--- src/design/pstep_pkg.sv ---
// Shared types and constants for the permutation stepper.
// Used by every module under design/ except pstep_ram; depends on nothing.
package pstep_pkg;

	localparam int MAX_LEN = 8;
	localparam int AW      = $clog2(MAX_LEN);
	localparam int ELEM_W  = 8;
	localparam int LEN_W   = 4;
	localparam int POS_W   = 3;
	localparam int KIND_W  = 2;
	// longest run that a step emits
	localparam int ACT_MAX = (MAX_LEN < 8) ? MAX_LEN : 8;
	localparam logic [LEN_W-1:0] LEN_RESET = 4'd8;
	localparam int QDEPTH  = 2;
	localparam int QPW     = (QDEPTH > 1) ? $clog2(QDEPTH) : 1;
	localparam int QCW     = $clog2(QDEPTH + 1);

	localparam logic [KIND_W-1:0] KIND_LOAD = 2'd0;
	localparam logic [KIND_W-1:0] KIND_NEXT = 2'd1;
	localparam logic [KIND_W-1:0] KIND_PREV = 2'd2;

	// register index, taken from paddr[2]
	localparam logic REG_LENGTH = 1'b0;

	typedef struct packed {
		logic [KIND_W-1:0] kind;
		logic [POS_W-1:0]  position;
		logic [ELEM_W-1:0] element_value;
	} item_t;

	typedef struct packed {
		logic [ELEM_W-1:0] out_value;
		logic [POS_W-1:0]  out_position;
		logic              found;
		logic              last;
	} result_t;

	typedef struct packed {
		logic              is_load;
		logic              fwd;
		logic [AW-1:0]     pos;
		logic [ELEM_W-1:0] value;
	} cmd_t;

	typedef enum logic [3:0] {
		ST_IDLE,
		ST_SCAN,
		ST_PICK,
		ST_SWAP_A,
		ST_SWAP_B,
		ST_REV_RD,
		ST_REV_WA,
		ST_REV_WB,
		ST_EMIT
	} st_t;

endpackage

--- src/design/pstep_ram.sv ---
// Generic RAM: one write port, two read ports, registered read data.
// Standalone; no package dependency.
module pstep_ram #(
	parameter int WIDTH = 8,
	parameter int DEPTH = 8
) (
	input  logic                     clk,
	input  logic                     we,
	input  logic [$clog2(DEPTH)-1:0] waddr,
	input  logic [WIDTH-1:0]         wdata,
	input  logic                     re0,
	input  logic [$clog2(DEPTH)-1:0] raddr0,
	output logic [WIDTH-1:0]         rdata0,
	input  logic                     re1,
	input  logic [$clog2(DEPTH)-1:0] raddr1,
	output logic [WIDTH-1:0]         rdata1
);

	logic [WIDTH-1:0] mem_q [DEPTH];

	always_ff @(posedge clk) begin
		if (we) begin
			mem_q[waddr] <= wdata;
		end
		if (re0) begin
			rdata0 <= mem_q[raddr0];
		end
		if (re1) begin
			rdata1 <= mem_q[raddr1];
		end
	end

endmodule

--- src/design/pstep_front.sv ---
// Front end: takes items, sorts loads from steps, drops unused kinds,
// and holds them in a short command queue. Depends on pstep_pkg.
module pstep_front (
	input  logic             clk,
	input  logic             arst_n,
	input  logic             start,
	input  pstep_pkg::item_t item,
	output logic             busy,
	output logic             head_valid,
	output pstep_pkg::cmd_t  head,
	input  logic             pop
);

	pstep_pkg::cmd_t ent_q [pstep_pkg::QDEPTH];
	logic [pstep_pkg::QPW-1:0] wr_ptr_q;
	logic [pstep_pkg::QPW-1:0] rd_ptr_q;
	logic [pstep_pkg::QCW-1:0] cnt_q;

	pstep_pkg::cmd_t cmd_new;
	logic            keep;
	logic            push;

	always_comb begin
		cmd_new.is_load = (item.kind == pstep_pkg::KIND_LOAD);
		cmd_new.fwd     = (item.kind == pstep_pkg::KIND_NEXT);
		cmd_new.pos     = pstep_pkg::AW'(item.position);
		cmd_new.value   = item.element_value;
		keep = 1'b0;
		unique case (item.kind)
			pstep_pkg::KIND_LOAD: keep = (int'(item.position) < pstep_pkg::MAX_LEN);
			pstep_pkg::KIND_NEXT: keep = 1'b1;
			pstep_pkg::KIND_PREV: keep = 1'b1;
			default:              keep = 1'b0;
		endcase
	end

	assign busy       = (cnt_q == pstep_pkg::QCW'(pstep_pkg::QDEPTH));
	assign push       = start && !busy && keep;
	assign head_valid = (cnt_q != '0);
	assign head       = ent_q[rd_ptr_q];

	function automatic logic [pstep_pkg::QPW-1:0] ptr_inc(input logic [pstep_pkg::QPW-1:0] p);
		ptr_inc = (p == pstep_pkg::QPW'(pstep_pkg::QDEPTH - 1)) ? '0 : p + 1'b1;
	endfunction

	always_ff @(posedge clk or negedge arst_n) begin
		if (!arst_n) begin
			wr_ptr_q <= '0;
			rd_ptr_q <= '0;
			cnt_q    <= '0;
		end else begin
			if (push) begin
				wr_ptr_q <= ptr_inc(wr_ptr_q);
			end
			if (pop) begin
				rd_ptr_q <= ptr_inc(rd_ptr_q);
			end
			unique case ({push, pop})
				2'b10:   cnt_q <= cnt_q + 1'b1;
				2'b01:   cnt_q <= cnt_q - 1'b1;
				default: cnt_q <= cnt_q;
			endcase
		end
	end

	always_ff @(posedge clk) begin
		if (push) begin
			ent_q[wr_ptr_q] <= cmd_new;
		end
	end

	a_cnt_bound: assert property (@(posedge clk) disable iff (!arst_n)
		cnt_q <= pstep_pkg::QCW'(pstep_pkg::QDEPTH))
		else $error("command queue count over depth");

	a_pop_nonempty: assert property (@(posedge clk) disable iff (!arst_n)
		pop |-> cnt_q != '0)
		else $error("pop from empty command queue");

endmodule

--- src/design/pstep_back.sv ---
// Back end: sequencer over the element RAM that runs loads and
// next/prev steps and streams the array out. Depends on pstep_pkg, pstep_ram.
module pstep_back (
	input  logic                        clk,
	input  logic                        arst_n,
	input  logic [pstep_pkg::LEN_W-1:0] length_in_use,
	input  logic                        head_valid,
	input  pstep_pkg::cmd_t             head,
	output logic                        pop,
	output logic                        res_valid,
	output pstep_pkg::result_t          result
);

	localparam int AW = pstep_pkg::AW;
	localparam int EW = pstep_pkg::ELEM_W;

	pstep_pkg::st_t state_q, state_d;

	logic          fwd_q, found_q, have_prev_q;
	logic [AW-1:0] nm1_q, piv_q, pick_q, lo_q, hi_q;
	logic [EW-1:0] pv_q, pk_q, prev_q;
	logic [AW-1:0] iss_q;
	logic          iss_v_q;
	logic [AW-1:0] rd_idx_s1;
	logic          rd_v_s1;
	logic [pstep_pkg::MAX_LEN-1:0] valid_q;
	logic          v0_s1, v1_s1;

	logic          we, re0, re1;
	logic [AW-1:0] waddr, raddr0, raddr1;
	logic [EW-1:0] wdata, rdata0, rdata1, d0, d1;
	logic [AW-1:0] nm1_new;
	logic          hit_scan, hit_pick, stream;

	pstep_ram #(.WIDTH(EW), .DEPTH(pstep_pkg::MAX_LEN)) u_ram (
		.clk    (clk),
		.we     (we),
		.waddr  (waddr),
		.wdata  (wdata),
		.re0    (re0),
		.raddr0 (raddr0),
		.rdata0 (rdata0),
		.re1    (re1),
		.raddr1 (raddr1),
		.rdata1 (rdata1)
	);

	// entries never written read as zero
	assign d0 = v0_s1 ? rdata0 : '0;
	assign d1 = v1_s1 ? rdata1 : '0;

	assign hit_scan = have_prev_q && (fwd_q ? (d0 < prev_q) : (prev_q < d0));
	assign hit_pick = fwd_q ? (pv_q < d0) : (d0 < pv_q);
	assign stream   = (state_q == pstep_pkg::ST_SCAN) || (state_q == pstep_pkg::ST_PICK) ||
	                  (state_q == pstep_pkg::ST_EMIT);

	always_comb begin
		if (length_in_use == '0) begin
			nm1_new = '0;
		end else if (int'(length_in_use) > pstep_pkg::ACT_MAX) begin
			nm1_new = AW'(pstep_pkg::ACT_MAX - 1);
		end else begin
			nm1_new = AW'(length_in_use - 1'b1);
		end
	end

	// next state
	always_comb begin
		state_d = state_q;
		unique case (state_q)
			pstep_pkg::ST_IDLE: begin
				if (head_valid && !head.is_load) state_d = pstep_pkg::ST_SCAN;
			end
			pstep_pkg::ST_SCAN: begin
				if (rd_v_s1) begin
					if (hit_scan) state_d = pstep_pkg::ST_PICK;
					else if (rd_idx_s1 == '0) state_d = pstep_pkg::ST_EMIT;
				end
			end
			pstep_pkg::ST_PICK: begin
				if (rd_v_s1 && hit_pick) state_d = pstep_pkg::ST_SWAP_A;
			end
			pstep_pkg::ST_SWAP_A: state_d = pstep_pkg::ST_SWAP_B;
			pstep_pkg::ST_SWAP_B: state_d = pstep_pkg::ST_REV_RD;
			pstep_pkg::ST_REV_RD: begin
				state_d = (lo_q < hi_q) ? pstep_pkg::ST_REV_WA : pstep_pkg::ST_EMIT;
			end
			pstep_pkg::ST_REV_WA: state_d = pstep_pkg::ST_REV_WB;
			pstep_pkg::ST_REV_WB: state_d = pstep_pkg::ST_REV_RD;
			pstep_pkg::ST_EMIT: begin
				if (rd_v_s1 && rd_idx_s1 == nm1_q) state_d = pstep_pkg::ST_IDLE;
			end
			default: state_d = pstep_pkg::ST_IDLE;
		endcase
	end

	// RAM controls and outputs
	always_comb begin
		pop    = 1'b0;
		we     = 1'b0;
		waddr  = head.pos;
		wdata  = head.value;
		re0    = 1'b0;
		raddr0 = iss_q;
		re1    = 1'b0;
		raddr1 = hi_q;
		unique case (state_q)
			pstep_pkg::ST_IDLE: begin
				pop = head_valid;
				we  = head_valid && head.is_load;
			end
			pstep_pkg::ST_SCAN, pstep_pkg::ST_PICK, pstep_pkg::ST_EMIT: begin
				re0 = iss_v_q;
			end
			pstep_pkg::ST_SWAP_A: begin
				we    = 1'b1;
				waddr = piv_q;
				wdata = pk_q;
			end
			pstep_pkg::ST_SWAP_B: begin
				we    = 1'b1;
				waddr = pick_q;
				wdata = pv_q;
			end
			pstep_pkg::ST_REV_RD: begin
				re0    = (lo_q < hi_q);
				re1    = (lo_q < hi_q);
				raddr0 = lo_q;
			end
			pstep_pkg::ST_REV_WA: begin
				we    = 1'b1;
				waddr = lo_q;
				wdata = d1;
			end
			pstep_pkg::ST_REV_WB: begin
				we    = 1'b1;
				waddr = hi_q;
				wdata = d0;
			end
			default: ;
		endcase
		res_valid           = rd_v_s1 && (state_q == pstep_pkg::ST_EMIT);
		result.out_value    = d0;
		result.out_position = pstep_pkg::POS_W'(rd_idx_s1);
		result.found        = found_q;
		result.last         = (rd_idx_s1 == nm1_q);
	end

	always_ff @(posedge clk or negedge arst_n) begin
		if (!arst_n) begin
			state_q     <= pstep_pkg::ST_IDLE;
			rd_v_s1     <= 1'b0;
			iss_v_q     <= 1'b0;
			have_prev_q <= 1'b0;
			found_q     <= 1'b0;
			valid_q     <= '0;
		end else begin
			state_q <= state_d;
			rd_v_s1 <= re0 && stream && (state_d == state_q);
			if (we) begin
				valid_q[waddr] <= 1'b1;
			end
			if (state_d != state_q &&
			    (state_d == pstep_pkg::ST_SCAN || state_d == pstep_pkg::ST_PICK ||
			     state_d == pstep_pkg::ST_EMIT)) begin
				iss_v_q <= 1'b1;
			end else if (stream && iss_v_q) begin
				if (state_q == pstep_pkg::ST_EMIT) iss_v_q <= (iss_q != nm1_q);
				else iss_v_q <= (iss_q != '0);
			end
			if (state_q == pstep_pkg::ST_IDLE && head_valid && !head.is_load) begin
				have_prev_q <= 1'b0;
				found_q     <= 1'b0;
			end else if (state_q == pstep_pkg::ST_SCAN && rd_v_s1) begin
				if (hit_scan) found_q <= 1'b1;
				else have_prev_q <= 1'b1;
			end
		end
	end

	always_ff @(posedge clk) begin
		if (re0) begin
			v0_s1 <= valid_q[raddr0];
		end
		if (re1) begin
			v1_s1 <= valid_q[raddr1];
		end
		rd_idx_s1 <= iss_q;
		// read address stream: down from the end while scanning and searching, up while emitting
		if (state_d != state_q && state_d == pstep_pkg::ST_SCAN) begin
			iss_q <= nm1_new;
		end else if (state_d != state_q && state_d == pstep_pkg::ST_PICK) begin
			iss_q <= nm1_q;
		end else if (state_d != state_q && state_d == pstep_pkg::ST_EMIT) begin
			iss_q <= '0;
		end else if (stream && iss_v_q) begin
			if (state_q == pstep_pkg::ST_EMIT) begin
				if (iss_q != nm1_q) iss_q <= iss_q + 1'b1;
			end else if (iss_q != '0) begin
				iss_q <= iss_q - 1'b1;
			end
		end
		if (state_q == pstep_pkg::ST_IDLE && head_valid && !head.is_load) begin
			fwd_q <= head.fwd;
			nm1_q <= nm1_new;
		end
		if (state_q == pstep_pkg::ST_SCAN && rd_v_s1) begin
			if (hit_scan) begin
				piv_q <= rd_idx_s1;
				pv_q  <= d0;
			end else begin
				prev_q <= d0;
			end
		end
		if (state_q == pstep_pkg::ST_PICK && rd_v_s1 && hit_pick) begin
			pick_q <= rd_idx_s1;
			pk_q   <= d0;
		end
		if (state_q == pstep_pkg::ST_SWAP_B) begin
			lo_q <= piv_q + 1'b1;
			hi_q <= nm1_q;
		end else if (state_q == pstep_pkg::ST_REV_WB) begin
			lo_q <= lo_q + 1'b1;
			hi_q <= hi_q - 1'b1;
		end
	end

	a_last_ends: assert property (@(posedge clk) disable iff (!arst_n)
		res_valid && result.last |=> state_q == pstep_pkg::ST_IDLE)
		else $error("emit did not end on last beat");

	a_rev_order: assert property (@(posedge clk) disable iff (!arst_n)
		(state_q == pstep_pkg::ST_REV_WA || state_q == pstep_pkg::ST_REV_WB) |-> lo_q < hi_q)
		else $error("suffix reversal pointers crossed");

	a_swap_pick: assert property (@(posedge clk) disable iff (!arst_n)
		state_q == pstep_pkg::ST_SWAP_A |-> found_q && (pick_q > piv_q))
		else $error("swap without valid pivot and pick");

endmodule

--- src/design/permutation_stepper_core.sv ---
// Permutation stepper top level: configuration register, front end and
// back end. Depends on pstep_pkg, pstep_front, pstep_back.
//
// Usage:
//  - Items enter on start/item, taken at an edge where start is high and busy
//    is low. kind 0 loads element_value at position; kind 1 steps to the next
//    lexicographic permutation, kind 2 to the previous one; kind 3 is ignored.
//  - A step emits n = length_in_use elements (clamped to 1..8) as n result
//    beats on consecutive cycles, each marked by res_valid for one cycle, in
//    position order, with found and last. The receiver cannot stall.
//  - Items queue in a two-entry command queue; busy is high while it is full.
//  - A load is written to the element RAM from the idle state. A step scans
//    the array one RAM read per cycle, searches the swap element, swaps,
//    reverses the suffix pair by pair, then emits; with no pivot it goes
//    straight from the scan to the emit. The element RAM has a single write
//    port, so the swap and each reversed pair take one write per element.
//  - length_in_use is at APB address 0 and resets to 8. Write it only while
//    the block is idle.
//  - Reset clears the array to zeros (per-entry valid bits) and the queue.
module permutation_stepper_core (
	input  logic                        clk,
	input  logic                        arst_n,
	input  logic                        start,
	input  pstep_pkg::item_t            item,
	output logic                        busy,
	output logic                        res_valid,
	output pstep_pkg::result_t          result,
	input  logic                        psel,
	input  logic                        penable,
	input  logic                        pwrite,
	input  logic [2:0]                  paddr,
	input  logic [31:0]                 pwdata,
	output logic [31:0]                 prdata,
	output logic                        pready
);

	logic [pstep_pkg::LEN_W-1:0] len_q;
	logic                        cfg_wr;
	logic                        head_valid;
	logic                        pop;
	pstep_pkg::cmd_t             head;

	assign pready = 1'b1;
	assign cfg_wr = psel && penable && pwrite && pready;

	always_ff @(posedge clk or negedge arst_n) begin
		if (!arst_n) begin
			len_q <= pstep_pkg::LEN_RESET;
		end else if (cfg_wr && paddr[2] == pstep_pkg::REG_LENGTH) begin
			len_q <= pwdata[pstep_pkg::LEN_W-1:0];
		end
	end

	always_comb begin
		prdata = '0;
		if (paddr[2] == pstep_pkg::REG_LENGTH) begin
			prdata = 32'(len_q);
		end
	end

	pstep_front u_front (
		.clk        (clk),
		.arst_n     (arst_n),
		.start      (start),
		.item       (item),
		.busy       (busy),
		.head_valid (head_valid),
		.head       (head),
		.pop        (pop)
	);

	pstep_back u_back (
		.clk           (clk),
		.arst_n        (arst_n),
		.length_in_use (len_q),
		.head_valid    (head_valid),
		.head          (head),
		.pop           (pop),
		.res_valid     (res_valid),
		.result        (result)
	);

endmodule

--- config.mk ---
export PLATFORM = sky130hd
export DESIGN_NAME = permutation_stepper_core
export DESIGN_NICKNAME = d
export VERILOG_FILES = /design/src/design/pstep_pkg.sv /design/src/design/pstep_ram.sv /design/src/design/pstep_front.sv /design/src/design/pstep_back.sv /design/src/design/permutation_stepper_core.sv
export SDC_FILE = /design/constraint.sdc
export NUM_CORES = 1
export LEC_CHECK = 0
export ABC_AREA = 1
export BUFFER_PORTS_ARGS = -buffer_cell sky130_fd_sc_hd__buf_4
export CAP_MARGIN = 20
export CORE_MARGIN = 3
export CORE_UTILIZATION = 59
export CTS_CLUSTER_DIAMETER = 100
export DETAILED_ROUTE_END_ITERATION = 7
export MAX_ROUTING_LAYER = met4
export PLACE_DENSITY_LB_ADDON = 0.05
export SYNTH_ARGS = -nofsm -noshare
export SYNTH_HDL_FRONTEND = slang
export SYNTH_SLANG_ARGS = --single-unit
--- constraint.sdc ---
create_clock -name clk -period 3.96 [get_ports clk]
set_clock_uncertainty 0.05 [all_clocks]
set_input_delay 0 -clock clk [delete_from_list [all_inputs] [get_ports clk]]
set_output_delay 0 -clock clk [all_outputs]
set_load 0.02 [all_outputs]
==> results.txt, run 1 <==
status -> complete, no violations
CP max stage cell -> nor3_4
detailed-route via count -> 6497
critical path's most frequent cell -> nor2_2
Final Wtd Congestion -> 0.878
Syn Std Cell Area -> 8780 um2
share of layout cells above drive strength 1 -> 12.9%
min cycle time layout -> 3.23 ns
worst hold-check path type -> in -> async
combinational fraction of design power -> 38.9%
Area growth syn-to-layout -> 13.9%
CP Cell Sequence -> nor2_2 > inv_2 > nor3_4 > nor2_2 > o21ai_0 > a21oi_1 > a41oi_2 > nand2_1 > nor2_1 > buf_4
Area after DPL -> 9180 um2
sw power -> 3.00 mW
Final period util -> 81.6%
Max Slew Vio Count -> 0
final hold violation count -> 0
global router's overall resource usage -> 27.7%
CTS Buf Count -> 17
share of the synthesized area in the top cell type -> 51.7%
average cell area after synthesis -> 10.3 um2
Clk pwr share -> 21.0%
switching share of power -> 40.3%
PD cells -> 744 nW/um2
WL final -> 21000 um
slowest stage delay, CP -> 0.51 ns
startpoint types -> register
PortBufs -> 42
Final Cell Area -> 10000 um2
Post-Syn Instances -> 853
Commonest cells post-synth -> nand2_1, edfxtp_1, inv_1
first-pass GRT wire length -> 33500 um
total power -> 7.44 mW
CTS tree -> yes
Synth async-reset ratio -> 13.5%
sequential cell area fraction in the yosys report -> 59.2%
top_reg_cell synth -> edfxtp_1
post-CTS sizing -> 0
drt drc -> 0
Final setup viols -> 0
top cells by area, synth -> edfxtp_1, dfrtp_1, nand2_1
Least-Margin Pin Slew -> 1.10 ns
leak pwr -> 4.12 nW
CP arrival -> 3.33 ns
io pins -> 102
Int Power -> 4.44 mW
Clk Latency, worst-skew pair -> 0.43 ns
drt wl/cell -> 18.8 um
vias in the first global route -> 6452
gr ovfl total -> 0
Slew HR -> 26.4%
clk root buf -> clkbuf_16
RSZ-0062 raised after global routing -> no
clock buffer depth -> 2
post-CTS setup buffers -> 0
Worst Path Required -> 4.06 ns
1st-iter DRT viols -> 626
detailed placement HPWL -> 14400 um
crit path kind -> reg -> reg
synth warn -> 0
EDFF count, synth -> 151
clock-pin slew on the worst setup and hold paths -> 0.07 ns
Hold WS -> 0.0209 ns
flops & latches, synth -> 178
Die ar. -> 16400 um2
Setup Total Neg Slack -> 0 ns
pin count of the biggest net entering global routing -> 40
Sequential Power Share -> 40.1%
via-per-instance ratio -> 5.81
nets@finish -> 999
worst path bufs/invs -> 2
Synth cell types -> 47
post-synth top area cell -> edfxtp_1
crit path max fanout -> 13
row count -> 43
count leader, synth -> nand2_1
peak supply drop -> 0.426 mV
antenna violations before repair -> 1
Core Footprint -> 14200 um2
drt pass-1 iters -> 6
Max Cap Viol -> 0
Setup crit end kind -> register
H-tree Lvls -> 4
antenna-violating nets left -> 0
Initial Utilization -> 61.8%
Peak Freq -> 0.309 GHz
CP top delay family -> simple AND/OR/NAND/NOR gates
Clock Sink Count -> 178
Die X-Extent -> 128 um
Die Ht -> 128 um
cell usage in the layout, fill, tap and decap left out, drive strengths merged, types with 4 or more instances in the layout:
cell         synthesis  layout
nand2              155     155
edfxtp             151     151
inv                109     116
o21ai               84      84
a21oi               64      64
buf                 45      63
nor2                53      53
conb                 2      29
dlygate4sd3          0      24
dfrtp               23      23
ha                  20      20
a31oi               19      19
o211ai              19      19
clkbuf              17      17
nand3               15      15
a211oi              11      11
xor2                10      10
a221oi               9       9
clkinv               1       9
nand4                7       7
o22ai                6       6
nor3                 5       5
xnor2                4       4
a22oi                4       4
power by group through the flow:
| stage | Sequential (mW) | Combinational (mW) | Clock, mW |
|---|---|---|---|
| after floorplan | 2.92 | 2.05 | 0 |
| after global placement | 3.01 | 2.73 | 0 |
| after detailed placement | 3.02 | 2.82 | 0 |
| after CTS | 2.98 | 2.86 | 1.58 |
| after global routing | 3.03 | 3.25 | 1.66 |
| final | 2.99 | 2.89 | 1.56 |
worst paths after layout:
path                                          startpoint                                 end  slack, ns  cells past startpoint
max                          u_back.state_q[3]$_DFF_PN0_  u_back.u_ram.mem_q[3][5]$_DFFE_PP_       0.73                     10
min                                               arst_n            u_back.rd_v_s1$_DFF_PN0_       0.02                      3
max reg2reg                  u_back.state_q[3]$_DFF_PN0_  u_back.u_ram.mem_q[3][5]$_DFFE_PP_       0.73                     10
min reg2reg                u_back.valid_q[5]$_DFFE_PN0P_       u_back.valid_q[5]$_DFFE_PN0P_       0.43                      2
max in group asynchronous                         arst_n       u_back.valid_q[0]$_DFFE_PN0P_       3.67                      3
min in group clk                                 item[4]       u_front.ent_q[1][4]$_DFFE_PP_       0.25                      2
tightest hold or removal path, delay by kind of cell:
kind     cells  cell delay [ns]
buf+inv      3             0.86
through the flow:
step / util, % / instances / worst slack [ns]
after CTS: 70.3 / 1116 / 0.761
after global placement: 64.6 / 1059 / 0.883
after detailed placement: 64.6 / 1059 / 0.792
final: 70.4 / 1118 / 0.729
after global routing: 70.4 / 1118 / 0.505
after floorplan: - / 880 / 1.18
cell type report:
class                   count  area [um2]
diodes                      1        2.50
clock buffers              17         425
multi-input cells         530        2890
well taps                 180         225
flip-flops and latches    178        5200
clock inverters            15         123
fillers                  1048        4200
inverters                 110         415
repair buffers             87         726
flip-flops by register name, summed over array words and instances, names as in the netlist, 2 cells and up:
name / count
len_q: 4
u_back.valid_q: 8
u_back.pv_q: 8
u_back.lo_q: 3
u_back.nm1_q: 3
u_back.pk_q: 8
u_back.rd_idx_s1: 3
u_back.u_ram.rdata1: 8
u_back.prev_q: 8
u_back.pick_q: 3
u_back.state_q: 4
u_front.cnt_q: 2
u_back.hi_q: 3
u_back.u_ram.mem_q: 64
u_back.iss_q: 3
u_front.ent_q: 26
u_back.piv_q: 3
u_back.u_ram.rdata0: 8
cells by family after synthesis:
logic type | synth area share [%]
other | 0.0856
multiplexers | 0.228
buffers and inverters | 9.14
flip-flops | 59.2
adder cells (fa/ha/maj) | 3.08
AO/OA/AOI/OAI | 15.5
XOR/XNOR | 1.40
AND/OR/NAND/NOR | 11.4
timing repair:
item,in CTS,in global routing
endpoints found under the setup margin,0,0
hold buffers,25,0
endpoints found under the hold margin,55,0
metal layers:
layer / vias to the layer above / share of wire [%] / routed length [um] / global-route usage [%]
li1: 3062 / - / - / -
met1: 3088 / 43 / 9010 / 37.0
met2: 309 / 48 / 10100 / 43.5
met3: 38 / 7.3 / 1540 / 5.54
met4: 0 / 1.8 / 377 / 8.68
met5: - / 0 / 0 / -
Power figures use the tool's default switching activity.
==> run 2: changes to the inputs <==
CORE_UTILIZATION = 53   (was 59)
clock period = 2.8 ns   (was 3.96 ns; I/O delays follow)
==> run 2 against run 1 <==
Against the previous run: sequential power grew 40%; global-route usage down 2.0 points; register-to-register slack got worse by 0.59 ns; critical path type unchanged; critical endpoint is now u_back.u_ram.mem_q[4][6]$_DFFE_PP_.
==> results.txt, run 2 (synthesis gave the netlist of run 1 again) <==
status -> complete, no violations
Clk Latency, worst-skew pair -> 0.43 ns (about the same)
Setup Total Neg Slack -> 0 ns (unchanged)
combinational fraction of design power -> 40.2% (+1.3 points)
switching share of power -> 39.7% (-0.54 points)
Clock Sink Count -> 178 (unchanged)
area of the multi-input gates -> 2910 um2 (+0.87%)
r2r setup slk -> 0.14 ns (-0.59 ns)
most common cell after layout, fill and taps aside -> edfxtp_1
sw power -> 4.39 mW (+46%)
FF+latch area -> 5200 um2 (unchanged)
first-pass GRT wire length -> 34300 um (+2.4%)
Setup crit end kind -> register
Final period util -> 95.1% (+13 points)
CP max stage cell -> a31oi_1
PD cells -> 1070 nW/um2 (+44%)
detailed placement HPWL -> 15300 um (+6.6%)
Sequential Power Share -> 37.8% (-2.3 points)
1st-iter DRT viols -> 504 (-19%)
detailed-route via count -> 6594 (+1.5%)
r2r worst-path depth -> 6 (-4)
final hold violation count -> 0 (unchanged)
antenna-violating nets left -> 0 (unchanged)
Final setup viols -> 0 (unchanged)
Core Footprint -> 16100 um2 (+13%)
critical path's most frequent cell -> nor2_1
row count -> 46 (+7.0%)
min cycle time layout -> 2.66 ns (-0.570 ns)
drt drc -> 0 (unchanged)
CTS tree -> yes
CTS Buf Count -> 17 (unchanged)
clock buffer depth -> 2 (unchanged)
Max Slew Vio Count -> 0 (unchanged)
gr ovfl total -> 0 (unchanged)
via-per-instance ratio -> 5.59 (-3.8%)
Die ar. -> 18100 um2 (+11%)
Final Wtd Congestion -> 0.865 (-1.6%)
crit path max fanout -> 11 (-2)
Die Ht -> 135 um (+5.3%)
pin count of the biggest net entering global routing -> 57 (+43%)
Initial Utilization -> 54.7% (-7.1 points)
Area growth syn-to-layout -> 17.7%
nets@finish -> 1025 (+2.6%)
CP Cell Sequence -> nor2_1 > inv_1 > nor2_1 > buf_4 > nand2_1 > a31oi_1
Reg-to-Reg Start -> u_back.state_q[0]$_DFF_PN0_
Top Registers -> u_back.u_ram.mem_q: 64 flops, u_front.ent_q: 26 flops
crit path kind -> reg -> reg
Clk pwr share -> 22.0% (+1.0 points)
vias in the first global route -> 6399 (-0.82%)
H-tree Lvls -> 4 (unchanged)
PortBufs -> 42 (unchanged)
Worst Path Required -> 2.86 ns (-1.20 ns)
Peak Freq -> 0.376 GHz (+21%)
most frequent cells in the layout -> edfxtp_1, nand2_1, inv_1
largest reg by FF count -> u_back.u_ram.mem_q
peak supply drop -> 0.743 mV (+75%)
io pins -> 102 (unchanged)
worst hold-check path type -> in -> async
drt pass-1 iters -> 5 (-1)
global router's overall resource usage -> 25.8% (-2.0 points)
share of layout cells above drive strength 1 -> 15.9% (+3.0 points)
WL final -> 21900 um (+4.1%)
startpoint types -> register
CP arrival -> 2.72 ns (-0.61 ns)
fill cell count -> 1297 (+24%)
crit path from -> u_back.state_q[0]$_DFF_PN0_
Least-Margin Pin Slew -> 0.883 ns (-0.217 ns)
clk root buf -> clkbuf_16
Slew HR -> 40.8% (+14 points)
fin util -> 64.3% (-6.1 points)
max reg flops -> 64 (unchanged)
antenna violations before repair -> 0 (-1)
Antenna Cells -> 0 (-1)
Die X-Extent -> 135 um (+5.3%)
drt wl/cell -> 18.5 um (-1.3%)
Int Power -> 6.65 mW (+50%)
FF-to-FF End -> u_back.u_ram.mem_q[4][6]$_DFFE_PP_
clock-pin slew on the worst setup and hold paths -> 0.07 ns (about the same)
slowest stage delay, CP -> 0.72 ns (+0.21 ns)
leak pwr -> 4.28 nW (+3.9%)
total power -> 11.0 mW (+48%)
Max Cap Viol -> 0 (unchanged)
[run 2: cell types whose count changed in the layout (fill, tap and decap cells not counted), sizes merged]
cell and change:
bufinv +2, inv -1, diode -1, clkinv -2, buf +26, clkinvlp +1
[run 2: through the flow]
step | instance area [um2] | std cells | setup slack, ns | hold slack, ns
after detailed placement | 9430 | 1121 | 0.128 | -0.119
after global routing | 10300 | 1179 | -0.0117 | 0.0452
after CTS | 10300 | 1178 | 0.0981 | 0.0275
after global placement | 9430 | 1121 | 0.124 | -0.114
final | 10300 | 1179 | 0.138 | 0.0659
after floorplan | 8880 | 880 | 0.0235 | -0.346
[run 2: power by group through the flow]
stage,logic [mW],registers (mW),clock network (mW)
finish,4.44,4.18,2.43
global route,4.93,4.23,2.58
CTS,4.38,4.17,2.46
detailed placement,4.32,4.22,0
global placement,4.18,4.20,0
floorplan,2.89,4.13,0
[run 2: worst max path at each step]
stage,endpoint,slack (ns),depth (start not counted)
3_5_place_dp,u_back.u_ram.mem_q[6][4]$_DFFE_PP_,0.13,8
2_1_floorplan,u_back.u_ram.rdata0[0]$_DFFE_PP_,0.02,9
5_1_grt,u_back.iss_q[2]$_DFFE_PP_,-0.01,14
6_report,u_back.u_ram.mem_q[4][6]$_DFFE_PP_,0.14,6
3_3_place_gp,u_back.u_ram.mem_q[6][4]$_DFFE_PP_,0.12,8
4_1_cts,u_back.u_ram.mem_q[6][4]$_DFFE_PP_,0.1,8
[run 2: layout make-up]
type / instances / area share, %
Tap cell: 216 / 2.62
Inverter: 110 / 4.02
Clock inverter: 15 / 1.70
Clock buffer: 17 / 4.12
Sequential cell: 178 / 50.3
Timing Repair Buffer: 113 / 9.04
Multi-Input combinational cell: 530 / 28.2
[run 2: critical path, delay by kind of cell, from the launching register on]
family,cells,cell delay (ns)
AND/OR/NAND/NOR,3,0.70
flip-flops,1,0.45
AO/OA/AOI/OAI,1,0.72
buffers and inverters,2,0.41
[run 2: timing repair]
item,4_1_cts,5_1_grt
endpoints found under the hold margin,55,0
endpoints found under the setup margin,0,13
resized for setup,0,9
setup buffers,0,1
hold buffers,25,0
[run 2: metal layers]
layer | up-vias | routed length (um) | track usage [%]
met3 | 32 | 1480 | 4.47
met4 | 0 | 286 | 6.79
met1 | 3204 | 9560 | 35.0
li1 | 3110 | - | -
met2 | 248 | 10500 | 40.7
met5 | - | 0 | -
